<file path="config.mk">
export PLATFORM = sky130hd
export DESIGN_NAME = chunk_header_line_parser
export DESIGN_NICKNAME = d
export VERILOG_FILES = /design/src/rtl/chlp_pkg.sv /design/src/rtl/chunk_header_line_parser.sv /design/src/rtl/chlp_front.sv /design/src/rtl/chlp_queue.sv /design/src/rtl/chlp_back.sv
export SDC_FILE = /design/constraint.sdc
export NUM_CORES = 1
export LEC_CHECK = 0
export BUFFER_PORTS_ARGS = -buffer_cell sky130_fd_sc_hd__buf_4
export CORE_UTILIZATION = 55
export DETAILED_ROUTE_END_ITERATION = 16
export GPL_ROUTABILITY_DRIVEN = 0
export HOLD_SLACK_MARGIN = 0.02
export PLACE_DENSITY = 0.68
export SETUP_SLACK_MARGIN = 0.1
export SKIP_CTS_REPAIR_TIMING = 1
export SLEW_MARGIN = 30
export SYNTH_ARGS = -nofsm -noshare
export SYNTH_HDL_FRONTEND = slang
export SYNTH_SLANG_ARGS = --single-unit
</file>
<file path="constraint.sdc">
create_clock -name clk -period 15.7 [get_ports clk]
set_input_delay 1.57 -clock clk [delete_from_list [all_inputs] [get_ports clk]]
set_output_delay 1.57 -clock clk [all_outputs]
set_load 0.02 [all_outputs]
</file>
<file path="src/rtl/chlp_pkg.sv">
// Package for the chunk header line parser.
// Holds character codes, result kind codes, the queue bundle type and default sizes.
// Used by every module of the block; depends on nothing.
package chlp_pkg;

  // Default sizes
  localparam int MAX_EXT_DFLT     = 8;
  localparam int TOKEN_SIZE_DFLT  = 32;
  localparam int QUEUE_DEPTH_DFLT = 4;

  // Character codes
  localparam logic [7:0] CH_0    = 8'h30;
  localparam logic [7:0] CH_9    = 8'h39;
  localparam logic [7:0] CH_LA   = 8'h61;
  localparam logic [7:0] CH_LF_A = 8'h66;
  localparam logic [7:0] CH_UA   = 8'h41;
  localparam logic [7:0] CH_UF   = 8'h46;
  localparam logic [7:0] CH_SEMI = 8'h3b;
  localparam logic [7:0] CH_EQ   = 8'h3d;
  localparam logic [7:0] CH_SP   = 8'h20;
  localparam logic [7:0] CH_TAB  = 8'h09;
  localparam logic [7:0] CH_CR   = 8'h0d;
  localparam logic [7:0] CH_LF   = 8'h0a;

  // Result kinds
  typedef enum logic [1:0] {
    KIND_BYTE = 2'd0,
    KIND_END  = 2'd1,
    KIND_LINE = 2'd2,
    KIND_ERR  = 2'd3
  } kind_t;

  // One result slot, fields already cut to port width
  typedef struct packed {
    kind_t       kind;
    logic [7:0]  nb;
    logic [2:0]  idx;
    logic [4:0]  len;
  } slot_t;

  // All results caused by one input byte (one to three)
  typedef struct packed {
    logic [1:0]      n_res;
    slot_t [2:0]     slots;
    logic [31:0]     size;
    logic [3:0]      cnt;
    logic            ovf;
  } bundle_t;

endpackage

</file>
<file path="src/rtl/chunk_header_line_parser.sv">
// Top level of the chunk header line parser: front end, bundle queue, result stage.
// Depends on chlp_pkg, chlp_front, chlp_queue and chlp_back.
//
// Parses one chunk header line per buffer, one byte per transfer: the hex chunk size,
// then the names of up to MAX_EXT extensions, and reports each name byte up to
// TOKEN_SIZE - 1 per name, each name end, a line done result after the first CR LF,
// and an error if the buffer ends without one. A byte is taken in the cycle it is
// offered unless full is high, and all of its results (up to three) are worked out in
// that cycle and stored as one entry in a queue of QUEUE_DEPTH entries; full rises
// only when that queue is full. Results leave one per pop, so input runs at one byte
// per cycle as long as results are popped each cycle and bytes average at most one
// result each; bytes with two or three results take more pops, absorbed by the queue.
module chunk_header_line_parser import chlp_pkg::*; #(
  parameter int MAX_EXT     = MAX_EXT_DFLT,     // 1 to 8
  parameter int TOKEN_SIZE  = TOKEN_SIZE_DFLT,  // 2 to 32
  parameter int QUEUE_DEPTH = QUEUE_DEPTH_DFLT  // 2 or more
) (
  input  logic        clk,
  input  logic        rst,
  input  logic        push,
  output logic        full,
  input  logic [7:0]  data_byte,
  input  logic        last_byte,
  output logic        empty,
  input  logic        pop,
  output logic [1:0]  result_kind,
  output logic [7:0]  name_byte,
  output logic [2:0]  ext_index,
  output logic [4:0]  name_length,
  output logic [31:0] chunk_size,
  output logic [3:0]  ext_count,
  output logic        size_overflow,
  output logic        last_result
);

  logic                             take;
  logic                             b_vld;
  bundle_t                          b_data;
  bundle_t                          q_head;
  logic                             q_vld;
  logic                             q_pop;
  logic [$clog2(QUEUE_DEPTH+1)-1:0] q_count;

  assign take = push && !full;

  chlp_front #(
    .MAX_EXT    (MAX_EXT),
    .TOKEN_SIZE (TOKEN_SIZE)
  ) u_front (
    .clk        (clk),
    .rst        (rst),
    .take       (take),
    .data_byte  (data_byte),
    .last_byte  (last_byte),
    .bundle_vld (b_vld),
    .bundle     (b_data)
  );

  chlp_queue #(
    .DEPTH (QUEUE_DEPTH)
  ) u_queue (
    .clk     (clk),
    .rst     (rst),
    .wr_en   (b_vld),
    .wr_data (b_data),
    .rd_en   (q_pop),
    .rd_data (q_head),
    .vld     (q_vld),
    .full    (full),
    .count   (q_count)
  );

  chlp_back u_back (
    .clk           (clk),
    .rst           (rst),
    .q_vld         (q_vld),
    .q_head        (q_head),
    .q_pop         (q_pop),
    .empty         (empty),
    .pop           (pop),
    .result_kind   (result_kind),
    .name_byte     (name_byte),
    .ext_index     (ext_index),
    .name_length   (name_length),
    .chunk_size    (chunk_size),
    .ext_count     (ext_count),
    .size_overflow (size_overflow),
    .last_result   (last_result)
  );

`ifndef SYNTHESIS
  // Queue never holds more than its depth
  a_queue_bound: assert property (@(posedge clk) disable iff (rst)
    q_count <= QUEUE_DEPTH)
    else $error("bundle queue over its depth");

  // A missing CR LF error always closes the results of its byte
  a_err_last: assert property (@(posedge clk) disable iff (rst)
    (!empty && result_kind == KIND_ERR) |-> last_result)
    else $error("error result not marked last");

  // A bundle leaves the queue exactly when its last result is transferred
  a_pop_count: assert property (@(posedge clk) disable iff (rst)
    (pop && !empty && last_result && !b_vld) |=> (q_count == $past(q_count) - 1'b1))
    else $error("queue did not drop a finished bundle");

  // A stored name length stays below the token size
  a_name_len: assert property (@(posedge clk) disable iff (rst)
    (!empty && result_kind == KIND_END) |-> (name_length <= TOKEN_SIZE - 1))
    else $error("name length beyond token size");
`endif

endmodule

</file>
<file path="src/rtl/chlp_front.sv">
// Front end of the chunk header line parser: takes bytes, runs the line parser
// state and packs the results of each byte into one bundle for the queue.
// Depends on chlp_pkg.
module chlp_front import chlp_pkg::*; #(
  parameter int MAX_EXT    = MAX_EXT_DFLT,
  parameter int TOKEN_SIZE = TOKEN_SIZE_DFLT
) (
  input  logic       clk,
  input  logic       rst,
  input  logic       take,
  input  logic [7:0] data_byte,
  input  logic       last_byte,
  output logic       bundle_vld,
  output bundle_t    bundle
);

  localparam int CW = $clog2(MAX_EXT + 1);
  localparam int LW = $clog2(TOKEN_SIZE);

  typedef enum logic [5:0] {
    PH_HEAD  = 6'b000001,
    PH_SKIP  = 6'b000010,
    PH_NAME  = 6'b000100,
    PH_VALUE = 6'b001000,
    PH_FULL  = 6'b010000,
    PH_DONE  = 6'b100000
  } phase_t;

  typedef struct packed {
    phase_t          phase;
    logic [31:0]     acc;
    logic            hex_open;
    logic            ovf;
    logic [CW-1:0]   cnt;
    logic [LW-1:0]   len;
  } pst_t;

  typedef struct packed {
    pst_t  st;
    logic  vld;
    slot_t slot;
  } step_t;

  // Parse one byte against the state; at most one result comes out
  function automatic step_t proc(pst_t st, logic [7:0] b);
    step_t      r;
    logic [3:0] dig;
    logic       is_dig;
    logic       end_nm;
    logic       open_nx;
    r       = '{st: st, vld: 1'b0, slot: '0};
    dig     = '0;
    is_dig  = 1'b0;
    end_nm  = 1'b0;
    open_nx = 1'b0;
    unique case (st.phase) inside
      PH_HEAD: begin
        if (st.hex_open) begin
          if (b >= CH_0 && b <= CH_9) begin
            is_dig = 1'b1;
            dig    = b[3:0];
          end else if ((b >= CH_LA && b <= CH_LF_A) || (b >= CH_UA && b <= CH_UF)) begin
            is_dig = 1'b1;
            dig    = b[3:0] + 4'd9;
          end
          if (is_dig) begin
            r.st.ovf = st.ovf | (|st.acc[31:28]);
            r.st.acc = {st.acc[27:0], dig};
          end else begin
            r.st.hex_open = 1'b0;
          end
        end
        open_nx = (b == CH_SEMI);
      end
      PH_SKIP, PH_NAME: begin
        if (b == CH_SEMI) begin
          end_nm  = 1'b1;
          open_nx = 1'b1;
        end else if (b == CH_EQ) begin
          end_nm      = 1'b1;
          r.st.phase  = PH_VALUE;
        end else if (st.phase == PH_NAME || (b != CH_SP && b != CH_TAB)) begin
          r.st.phase = PH_NAME;
          if (st.len < LW'(TOKEN_SIZE - 1)) begin
            r.vld    = 1'b1;
            r.slot   = '{kind: KIND_BYTE, nb: b, idx: 3'(st.cnt), len: 5'd0};
            r.st.len = st.len + LW'(1);
          end
        end
      end
      PH_VALUE: open_nx = (b == CH_SEMI);
      default: ;
    endcase
    // Close the current name
    if (end_nm) begin
      r.vld    = 1'b1;
      r.slot   = '{kind: KIND_END, nb: 8'd0, idx: 3'(st.cnt), len: 5'(st.len)};
      r.st.cnt = st.cnt + CW'(1);
    end
    // Open the next extension, or go to the full phase once MAX_EXT are counted
    if (open_nx) begin
      r.st.len   = '0;
      r.st.phase = (r.st.cnt < CW'(MAX_EXT)) ? PH_SKIP : PH_FULL;
    end
    return r;
  endfunction

  pst_t    st, st_next, s1, s2;
  logic    cr_pend, cr_pend_next;
  step_t   p0, p1;
  slot_t   cand [4];
  logic    cand_v [4];
  slot_t   [2:0] slots;
  logic    [1:0] n_res;

  // Work out the next state and the candidate results of this byte
  always_comb begin
    cr_pend_next = cr_pend;
    s1           = st;
    p0           = '{st: st, vld: 1'b0, slot: '0};
    p1           = '{st: st, vld: 1'b0, slot: '0};
    for (int k = 0; k < 4; k++) begin
      cand[k]   = '0;
      cand_v[k] = 1'b0;
    end
    // Resolve a held CR: end of line on LF, else a plain data byte
    if (cr_pend) begin
      cr_pend_next = 1'b0;
      if (data_byte == CH_LF) begin
        if (st.phase == PH_SKIP || st.phase == PH_NAME) begin
          cand_v[0] = 1'b1;
          cand[0]   = '{kind: KIND_END, nb: 8'd0, idx: 3'(st.cnt), len: 5'(st.len)};
          s1.cnt    = st.cnt + CW'(1);
        end
        cand_v[1] = 1'b1;
        cand[1]   = '{kind: KIND_LINE, nb: 8'd0, idx: 3'd0, len: 5'd0};
        s1.phase  = PH_DONE;
      end else begin
        p0        = proc(st, CH_CR);
        s1        = p0.st;
        cand_v[0] = p0.vld;
        cand[0]   = p0.slot;
      end
    end
    // Handle the new byte unless the line is over
    s2 = s1;
    if (s1.phase != PH_DONE) begin
      if (data_byte == CH_CR) begin
        cr_pend_next = 1'b1;
      end else begin
        p1        = proc(s1, data_byte);
        s2        = p1.st;
        cand_v[2] = p1.vld;
        cand[2]   = p1.slot;
      end
    end
    st_next = s2;
    // Close the buffer: flag a missing CR LF, then restart
    if (last_byte) begin
      if (s2.phase != PH_DONE) begin
        cand_v[3] = 1'b1;
        cand[3]   = '{kind: KIND_ERR, nb: 8'd0, idx: 3'd0, len: 5'd0};
      end
      st_next      = '{phase: PH_HEAD, acc: 32'd0, hex_open: 1'b1, ovf: 1'b0,
                       cnt: '0, len: '0};
      cr_pend_next = 1'b0;
    end
  end

  // Pack the valid candidates in order
  always_comb begin
    n_res = 2'd0;
    slots = '0;
    for (int k = 0; k < 4; k++) begin
      if (cand_v[k]) begin
        slots[n_res] = cand[k];
        n_res        = n_res + 2'd1;
      end
    end
  end

  assign bundle_vld = take && (n_res != 2'd0);
  assign bundle     = '{n_res: n_res, slots: slots, size: s1.acc,
                        cnt: 4'(s1.cnt), ovf: s1.ovf};

  // Advance the parser state on each transfer
  always_ff @(posedge clk) begin
    if (rst) begin
      st      <= '{phase: PH_HEAD, acc: 32'd0, hex_open: 1'b1, ovf: 1'b0,
                   cnt: '0, len: '0};
      cr_pend <= 1'b0;
    end else if (take) begin
      st      <= st_next;
      cr_pend <= cr_pend_next;
    end
  end

endmodule

</file>
<file path="src/rtl/chlp_queue.sv">
// Short bundle queue between the front end and the result stage.
// Holds up to DEPTH bundles, oldest first. Depends on chlp_pkg.
module chlp_queue import chlp_pkg::*; #(
  parameter int DEPTH = QUEUE_DEPTH_DFLT
) (
  input  logic                       clk,
  input  logic                       rst,
  input  logic                       wr_en,
  input  bundle_t                    wr_data,
  input  logic                       rd_en,
  output bundle_t                    rd_data,
  output logic                       vld,
  output logic                       full,
  output logic [$clog2(DEPTH+1)-1:0] count
);

  localparam int PW = $clog2(DEPTH);
  localparam int NW = $clog2(DEPTH + 1);

  bundle_t         mem [DEPTH];
  logic [PW-1:0]   wr_ptr, rd_ptr;

  assign vld     = (count != '0);
  assign full    = (count == NW'(DEPTH));
  assign rd_data = mem[rd_ptr];

  // Store incoming bundles
  always_ff @(posedge clk) begin
    if (wr_en) begin
      mem[wr_ptr] <= wr_data;
    end
  end

  // Track pointers and fill level
  always_ff @(posedge clk) begin
    if (rst) begin
      wr_ptr <= '0;
      rd_ptr <= '0;
      count  <= '0;
    end else begin
      if (wr_en) begin
        wr_ptr <= (wr_ptr == PW'(DEPTH - 1)) ? '0 : wr_ptr + PW'(1);
      end
      if (rd_en) begin
        rd_ptr <= (rd_ptr == PW'(DEPTH - 1)) ? '0 : rd_ptr + PW'(1);
      end
      if (wr_en && !rd_en) begin
        count <= count + NW'(1);
      end else if (rd_en && !wr_en) begin
        count <= count - NW'(1);
      end
    end
  end

endmodule

</file>
<file path="src/rtl/chlp_back.sv">
// Result stage of the chunk header line parser: steps through the results of
// the bundle at the queue head, one per transfer. Depends on chlp_pkg.
module chlp_back import chlp_pkg::*; (
  input  logic        clk,
  input  logic        rst,
  input  logic        q_vld,
  input  bundle_t     q_head,
  output logic        q_pop,
  output logic        empty,
  input  logic        pop,
  output logic [1:0]  result_kind,
  output logic [7:0]  name_byte,
  output logic [2:0]  ext_index,
  output logic [4:0]  name_length,
  output logic [31:0] chunk_size,
  output logic [3:0]  ext_count,
  output logic        size_overflow,
  output logic        last_result
);

  logic [1:0] sel;
  slot_t      cur;
  kind_t      kind;
  logic       take;

  assign cur         = q_head.slots[sel];
  assign kind        = cur.kind;
  assign empty       = !q_vld;
  assign take        = pop && q_vld;
  assign last_result = (sel == q_head.n_res - 2'd1);
  assign q_pop       = take && last_result;

  // Show only the fields that belong to the current kind
  assign result_kind   = kind;
  assign name_byte     = (kind == KIND_BYTE) ? cur.nb : 8'd0;
  assign ext_index     = (kind == KIND_BYTE || kind == KIND_END) ? cur.idx : 3'd0;
  assign name_length   = (kind == KIND_END) ? cur.len : 5'd0;
  assign chunk_size    = (kind == KIND_LINE) ? q_head.size : 32'd0;
  assign ext_count     = (kind == KIND_LINE) ? q_head.cnt : 4'd0;
  assign size_overflow = (kind == KIND_LINE) && q_head.ovf;

  // Advance within the bundle, wrap on its last result
  always_ff @(posedge clk) begin
    if (rst) begin
      sel <= 2'd0;
    end else if (take) begin
      sel <= last_result ? 2'd0 : sel + 2'd1;
    end
  end

endmodule
</file>
# Word-level counts from Yosys, hierarchy flattened
# Memories as Yosys holds them, arrays and structs flattened. A register that Yosys moved wholly into a read port is not among the register bits.
# Index checks and enable logic that the tools add are counted.
[totals]
reg_bits = 59
mem_bits_rw = 372
inputBits = 13
output_inout_bits = 58
word_cells = 203
mem_count = 1
[mem_list]
columns = ["memory", "words", "width", "read_ports", "rd_clocked_by_memory_dff", "wr", "line_no", "source"]
rows = [
  ["u_queue.mem", 4, 93, 1, 1, 1, "chlp_queue.sv:20", "bundle_t mem [DEPTH];"],
]
[op_classes]
addsub = 14
magnitude_cmp = 17
eq_ne = 21
mux = 108
n_bitwise = 1
reduce_logical = 30
[ops]
columns = ["cell", "n"]
rows = [
  ["18-bit 2-to-1 mux", 11],
  ["49-bit 2-to-1 mux", 4],
  ["24-bit 2-to-1 mux", 7],
  ["54-bit bitwise mux", 3],
  ["54-bit 2-to-1 mux", 3],
  ["18-bit demux with 2-bit select", 3],
  ["34-bit 2-to-1 mux", 2],
  ["32-bit 2-to-1 mux", 2],
  ["6-bit 2-to-1 mux", 8],
  ["18-bit binary-select mux with 2-bit select", 1],
  ["36-bit 2-to-1 mux", 1],
  ["1-bit 2-to-1 mux", 32],
  ["4-bit 2-to-1 mux", 8],
  ["5-bit 2-to-1 mux", 6],
  ["2-bit 2-to-1 mux", 10],
  ["19-bit 2-to-1 mux", 1],
  ["17-bit 2-to-1 mux", 1],
  ["8-bit by 4-bit equality test with 1-bit output, second input constant", 2],
  ["8-bit by 6-bit equality test with 1-bit output, second input constant", 2],
  ["8-bit by 7-bit greater-or-equal comparator with 1-bit output, second input constant", 2],
  ["8-bit by 7-bit less-or-equal comparator with 1-bit output, second input constant", 2],
  ["1-bit logical AND", 14],
  ["6-bit by 1-bit equality test with 1-bit output, second input constant", 2],
  ["6-bit by 2-bit equality test with 1-bit output, second input constant", 2],
  ["36 further kinds", 62],
]

# Depth between registers and ports, before layout
[depth]
ltp_word = 29
ltp_mapped = 19
ltp_nobuf = 19

# By module
# Synthesis repeated with hierarchy kept, for this count alone.
[unflattened]
cells_unflattened = 1208
hier_area_um2 = 18806.8
[modules_own_cells]
columns = ["mod", "instances", "cells_each", "area_each_um2", "seq_area_each_um2"]
rows = [
  ["chlp_queue", 1, 530, 13862.0, 11350.9],
  ["chlp_front", 1, 550, 4020.1, 1001.0],
  ["chlp_back", 1, 127, 910.9, 40.0],
  ["chunk_header_line_parser", 1, 1, 13.8, 0.0],
]

# Least setup slack after synthesis
# No wires, ideal clock.
[synth_timing]
path_type = "input to register"
from = "in data_byte[1]"
to = "mem u_queue.mem[0][0] (netlist name) (enable)"
setup_time_ns = 0.462
t_arrival_ns = 6.381
required_time_ns = 15.238
path_slack_ns = 8.857
cell_stages = 14
path_buffers = 0
cell_sequence = "inv_1 -> ha_1 -> nor4b_1 -> a2111oi_4 -> a22oi_2 -> nor3_4 -> o21ai_4 -> nand2b_4 -> o21ai_0 -> ha_1 -> nand3_1 -> o311ai_0 -> mux2i_4 -> and2_1"
[synth_between]
elab_chain_len = 24
elab_cells_between_ends = 67
cone_classes = "add/sub: 4; order compare: 2; eq/ne: 12; mux: 43; reduce/logical: 6"
[synth_lines]
columns = ["item", "line_no", "source"]
rows = [
  ["from (decl)", "chunk_header_line_parser.sv:22", "input logic [7:0] data_byte,"],
  ["8-bit by 4-bit equality test with 1-bit output", "chlp_front.sv:129", "if (data_byte == CH_LF) begin"],
  ["6-bit 2-to-1 mux", "chlp_front.sv:129", ""],
  ["49-bit 2-to-1 mux", "chlp_front.sv:127", "if (cr_pend) begin"],
  ["6-bit by 3-bit equality test with 1-bit output / 6-bit by 2-bit equality test with 1-bit output (equally long branches)", "chlp_front.sv:82, chlp_front.sv:151", ""],
  ["2-bit OR reduction", "chlp_front.sv:56", "unique case (st.phase) inside"],
  ["1-bit 2-to-1 mux", "chlp_front.sv:56", ""],
  ["1-bit 2-to-1 mux", "chlp_front.sv:148", "if (data_byte == CH_CR) begin"],
  ["1-bit 2-to-1 mux", "chlp_front.sv:147", "if (s1.phase != PH_DONE) begin"],
  ["(+9 left out)", "-", ""],
  ["1-bit 2-to-1 mux", "chlp_front.sv:160", "if (s2.phase != PH_DONE) begin"],
  ["1-bit 2-to-1 mux", "chlp_front.sv:159", "if (last_byte) begin"],
  ["2-bit 2-to-1 mux *", "chlp_front.sv:175", "if (cand_v[k]) begin"],
  ["2-bit nonzero test *", "chlp_front.sv:182", "assign bundle_vld = take && (n_res != 2'd0);"],
  ["1-bit logical AND *", "chlp_front.sv:182", ""],
  ["named net b_vld", "chunk_header_line_parser.sv:37", "logic b_vld;"],
  ["1-bit 2-to-1 mux *", "chlp_queue.sv:29", "if (wr_en) begin"],
  ["1-bit 2-to-1 mux (implied by the code) *", "chlp_queue.sv:30", "mem[wr_ptr] <= wr_data;"],
  ["to (decl)", "chlp_queue.sv:20", ""],
]
# The timed path passes the listed nets; every way through them passes the cells marked *. The select of a mux whose other input is x is not followed.

# Worst setup path after layout
[layout_timing]
from = "in data_byte[0]"
to = "mem u_queue.mem[0][12] (netlist name) (enable)"
# Same word-level chain as after synthesis.

==> results by group <==
Status
  • Status: finished, final reports clean

CTS
  • CTS tree: built
  • CTS Root Cell: clkbuf_16
  • CTS clk-pin slew, worst paths: roughly 0.060 ns
  • Clock buffer count from CTS: 43
  • CTS H-Tree Depth: 2
  • Worst-Skew Late Latency: between 0.5 and 0.6 ns
  • Clk buf depth: 3
  • Sink Count: roughly 430

STA
  • RSZ-0062 raised after global routing: false
  • Worst Skew: approximately 0.027 ns
  • Slew headroom: between 30% and 40%
  • Hold WS: 0.4705 ns
  • Setup violations, final: 0
  • Final worst path period need: between 6 and 7 ns
  • Crit share post-route: approximately two fifths
  • Count of final hold-check violations: 0
  • Slew Viols, Final: 0
  • Max Clk Rate: 164.8 MHz
  • Fin Setup TNS: 0 ns
  • Actual slew at the worst max-slew pin: roughly 0.94 ns

Detailed routing
  • Final ANT Viol Nets: 0
  • Initial DRC count: 1059
  • Total wire length: roughly 40000 µm
  • Post-DR wirelength/cell: 23.09 µm
  • Post-DR vias/cell: 6.088
  • Residual DRC: 0
  • 1st-pass router iterations: 5
  • Vias: a little over 10000

Floorplan
  • Die W: 184.4 µm
  • Cell row count: 66
  • IO Pins: 71
  • Die height: 184.4 µm
  • Die Footprint: around 34000 µm²
  • Core area: between 30000 and 40000 µm²
  • Starting density of the core: 56.07%

Setup path
  • Worst path cell trace: buf_4 -> inv_1 -> ha_1 -> nand2_1 -> nand4bb_1 -> a21oi_1 -> and2b_1 -> nand2b_4 -> o21ai_0 -> ha_1 -> nand3_1 -> o311ai_0 -> mux2i_4 -> and2_4 -> buf_6
  • CP max stage delay: between 0.6 and 0.7 ns
  • R2R Path End: u_queue.mem[0][12]
  • Crit-path slowest cell: buf_6
  • CP Max Fanout: 68
  • Startpoint type of the worst setup path: input port
  • Crit path from: data_byte[0]
  • Path depth of the worst reg2reg path: 12
  • R2r setup slk: 10.48 ns
  • CP Class: input port to register
  • Worst r2r src: u_front.cr_pend
  • Crit. End Element: register
  • CP Data Required Time: around 16 ns
  • Most frequent CP cell: ha_1
  • Arr. time, crit path: between 6 and 7 ns

Cells and area
  • Diodes inserted: 0
  • FILL cells: around 2400
  • Area Growth Syn to Fin: 13.55%
  • FF/Latch Area: around 12000 µm²
  • Final core occ: 63.66%
  • Ratio of cells with drive above 1 in the final layout: about 23%
  • Final net count: approximately 1300
  • Footprint of the multi-input gates: 5568 µm²

Run
  • Maxcap violations: 0

Placement
  • DP HPWL: 23880 µm
  • Number of port buffers: 70

Worst hold path
  • Worst Hold Class: register to register
  • Hold Crit Start: u_front.st[10]
  • Min-Delay Path Depth: 2
  • Hold path endpoint: u_front.st[10]

Global route
  • First-pass GRT wire length: roughly 60000 µm
  • Overflow after GRT: 0
  • Antenna violations before repair: 0
  • Largest net degree at the start of global routing: 70
  • All-Layer GR Usage: a little under a quarter
  • Number of global-route vias before repair: 10180

Logic synthesis
  • Yosys warning count: 0
  • Post-Synthesis Cells: 1152
  • Post-Syn Area per Cell: approximately 16 µm²
  • Top FF cell, synth: edfxtp_1
  • Syn nets: about 1200
  • Sequential fraction of the synthesis area: approximately two thirds
  • EDFF count, synth: 372
  • Synth unique cells: 71
  • Seq cells post-synth: around 430
  • FFs w/ async S/R, synth: 0%
  • Synthesized cell area: about 18000 µm²

Power
  • Total Power: 2.651 mW
  • Cell area power density: ~130 nW/µm²
  • Worst IR Drop VDD: 0.0001038 V
  • Leak: 7.121 nW
[synth_stat cells (all sizes together) (3+ instances only)]
cell type / number / area share, %
nor4b: 3 / 0.14
buf: 23 / 0.58
mux2: 3 / 0.21
and2: 9 / 0.31
xor2: 10 / 0.48
o41ai: 3 / 0.14
a22oi: 38 / 1.6
o31ai: 7 / 0.29
nor3b: 4 / 0.16
nor2b: 44 / 1.5
a21oi: 42 / 1.2
and3: 21 / 0.73
edfxtp: 372 / 61
o211ai: 3 / 0.12
mux2i: 27 / 1.6
o21ai: 19 / 0.60
or3: 4 / 0.16
mux4: 93 / 11
inv: 19 / 0.39
xnor2: 5 / 0.24
dfxtp: 61 / 6.7
nand4: 4 / 0.14
o311a: 3 / 0.16
nor2: 114 / 2.3
a31o: 5 / 0.24
nand3: 10 / 0.27
or4: 3 / 0.14
nor4: 9 / 0.39
ha: 23 / 1.6
nand2: 46 / 0.94
nor3: 24 / 0.75
nand2b: 17 / 0.62
clkbuf: 46 / 0.94
a31oi: 6 / 0.21
nand3b: 8 / 0.33
[per-layer routing]
metal | routed length, µm | global-route usage, % | share of wire (%) | up-vias
li1 | - | - | - | 4612
met1 | 17440 | 35.10 | 45 | 5205
met2 | 17920 | 36.45 | 46 | 411
met3 | 2766 | 4.189 | 7.1 | 54
met4 | 864 | 6.033 | 2.2 | 0
met5 | 0 | 0 | 0 | -
[placed cells by master (no fill, tap or decap), drive strengths merged, types with 4 or more instances in the layout]
cell type,instances
nand2b,17
a31o,5
inv,20
xor2,10
o31ai,7
and2,9
o21ai,19
nor4,9
nand2,46
buf,85
a22oi,38
nor2,114
bufinv,6
ha,23
a31oi,6
nor3,24
nand4,4
a21oi,42
dfxtp,61
and3,21
clkbuf,53
mux2i,27
edfxtp,372
nand3b,8
nand3,10
nor3b,4
xnor2,5
or3,4
nor2b,44
clkinv,16
mux4,93
[report_power, final]
group          switching, mW  total [mW]  leakage [nW]  internal [mW]
Clock                  0.428        1.07         0.742          0.644
Combinational          0.174       0.298          2.23          0.124
Sequential            0.0138        1.28          4.15           1.27
Total                  0.615        2.65          7.12           2.04
[state kept, by name, summed over array words and instances (netlist names), named ones only]
name	count
u_back.sel	2
u_front.cr_pend	1
u_front.st	49
u_queue.count	3
u_queue.mem	372
u_queue.rd_ptr	2
u_queue.wr_ptr	2
[area by class of cell]
cell class / count / area share [%]
Clock buffer: 53 / 5.754
Timing Repair Buffer: 85 / 3.163
Tap cell: 442 / 2.663
Clock inverter: 26 / 1.554
Multi-Input combinational cell: 631 / 26.81
Inverter: 19 / 0.3434
Sequential cell: 433 / 59.71
[per-stage QoR]
| stage | cells | instance area, µm² | setup slack (ns) |
|---|---|---|---|
| 3_3_place_gp | 1610 | 19220 | 9.048 |
| 3_5_place_dp | 1610 | 19230 | 8.841 |
| 6_report | 1689 | 20770 | 9.632 |
| 2_1_floorplan | 1152 | 18290 | 8.857 |
| 4_1_cts | 1689 | 20750 | 9.351 |
| 5_1_grt | 1689 | 20770 | 9.239 |
[kinds of logic (layout without fill, tap and decap cells)]
kind of cell / Yosys count / after routing / synth area share, %
AO/OA/AOI/OAI: 143 / 143 / 5.466
XOR/XNOR: 15 / 15 / 0.7183
multiplexers: 123 / 123 / 13.22
buffers and inverters: 88 / 183 / 1.916
adder cells (fa/ha/maj): 24 / 24 / 1.683
AND/OR/NAND/NOR: 326 / 326 / 9.236
flip-flops: 433 / 433 / 67.76
[worst max-delay path by stage]
stage / endpoint / slack, ns / cells after the start
floorplan: u_queue.mem[0][0] / 8.86 / 14
global placement: u_queue.mem[0][68] / 9.05 / 15
detailed placement: u_queue.mem[1][68] / 8.84 / 15
CTS: u_queue.mem[1][68] / 9.35 / 15
global route: u_queue.mem[2][70] / 9.24 / 15
finish: u_queue.mem[0][12] / 9.63 / 15
[worst max-delay path, delay by kind of cell]
family,cells,cell delay (ns)
multiplexers,1,0.37
adder cells (fa/ha/maj),2,0.59
AO/OA/AOI/OAI,3,0.93
AND/OR/NAND/NOR,6,1.79
buffers and inverters,3,0.87
(Power assumes the default switching activity.)
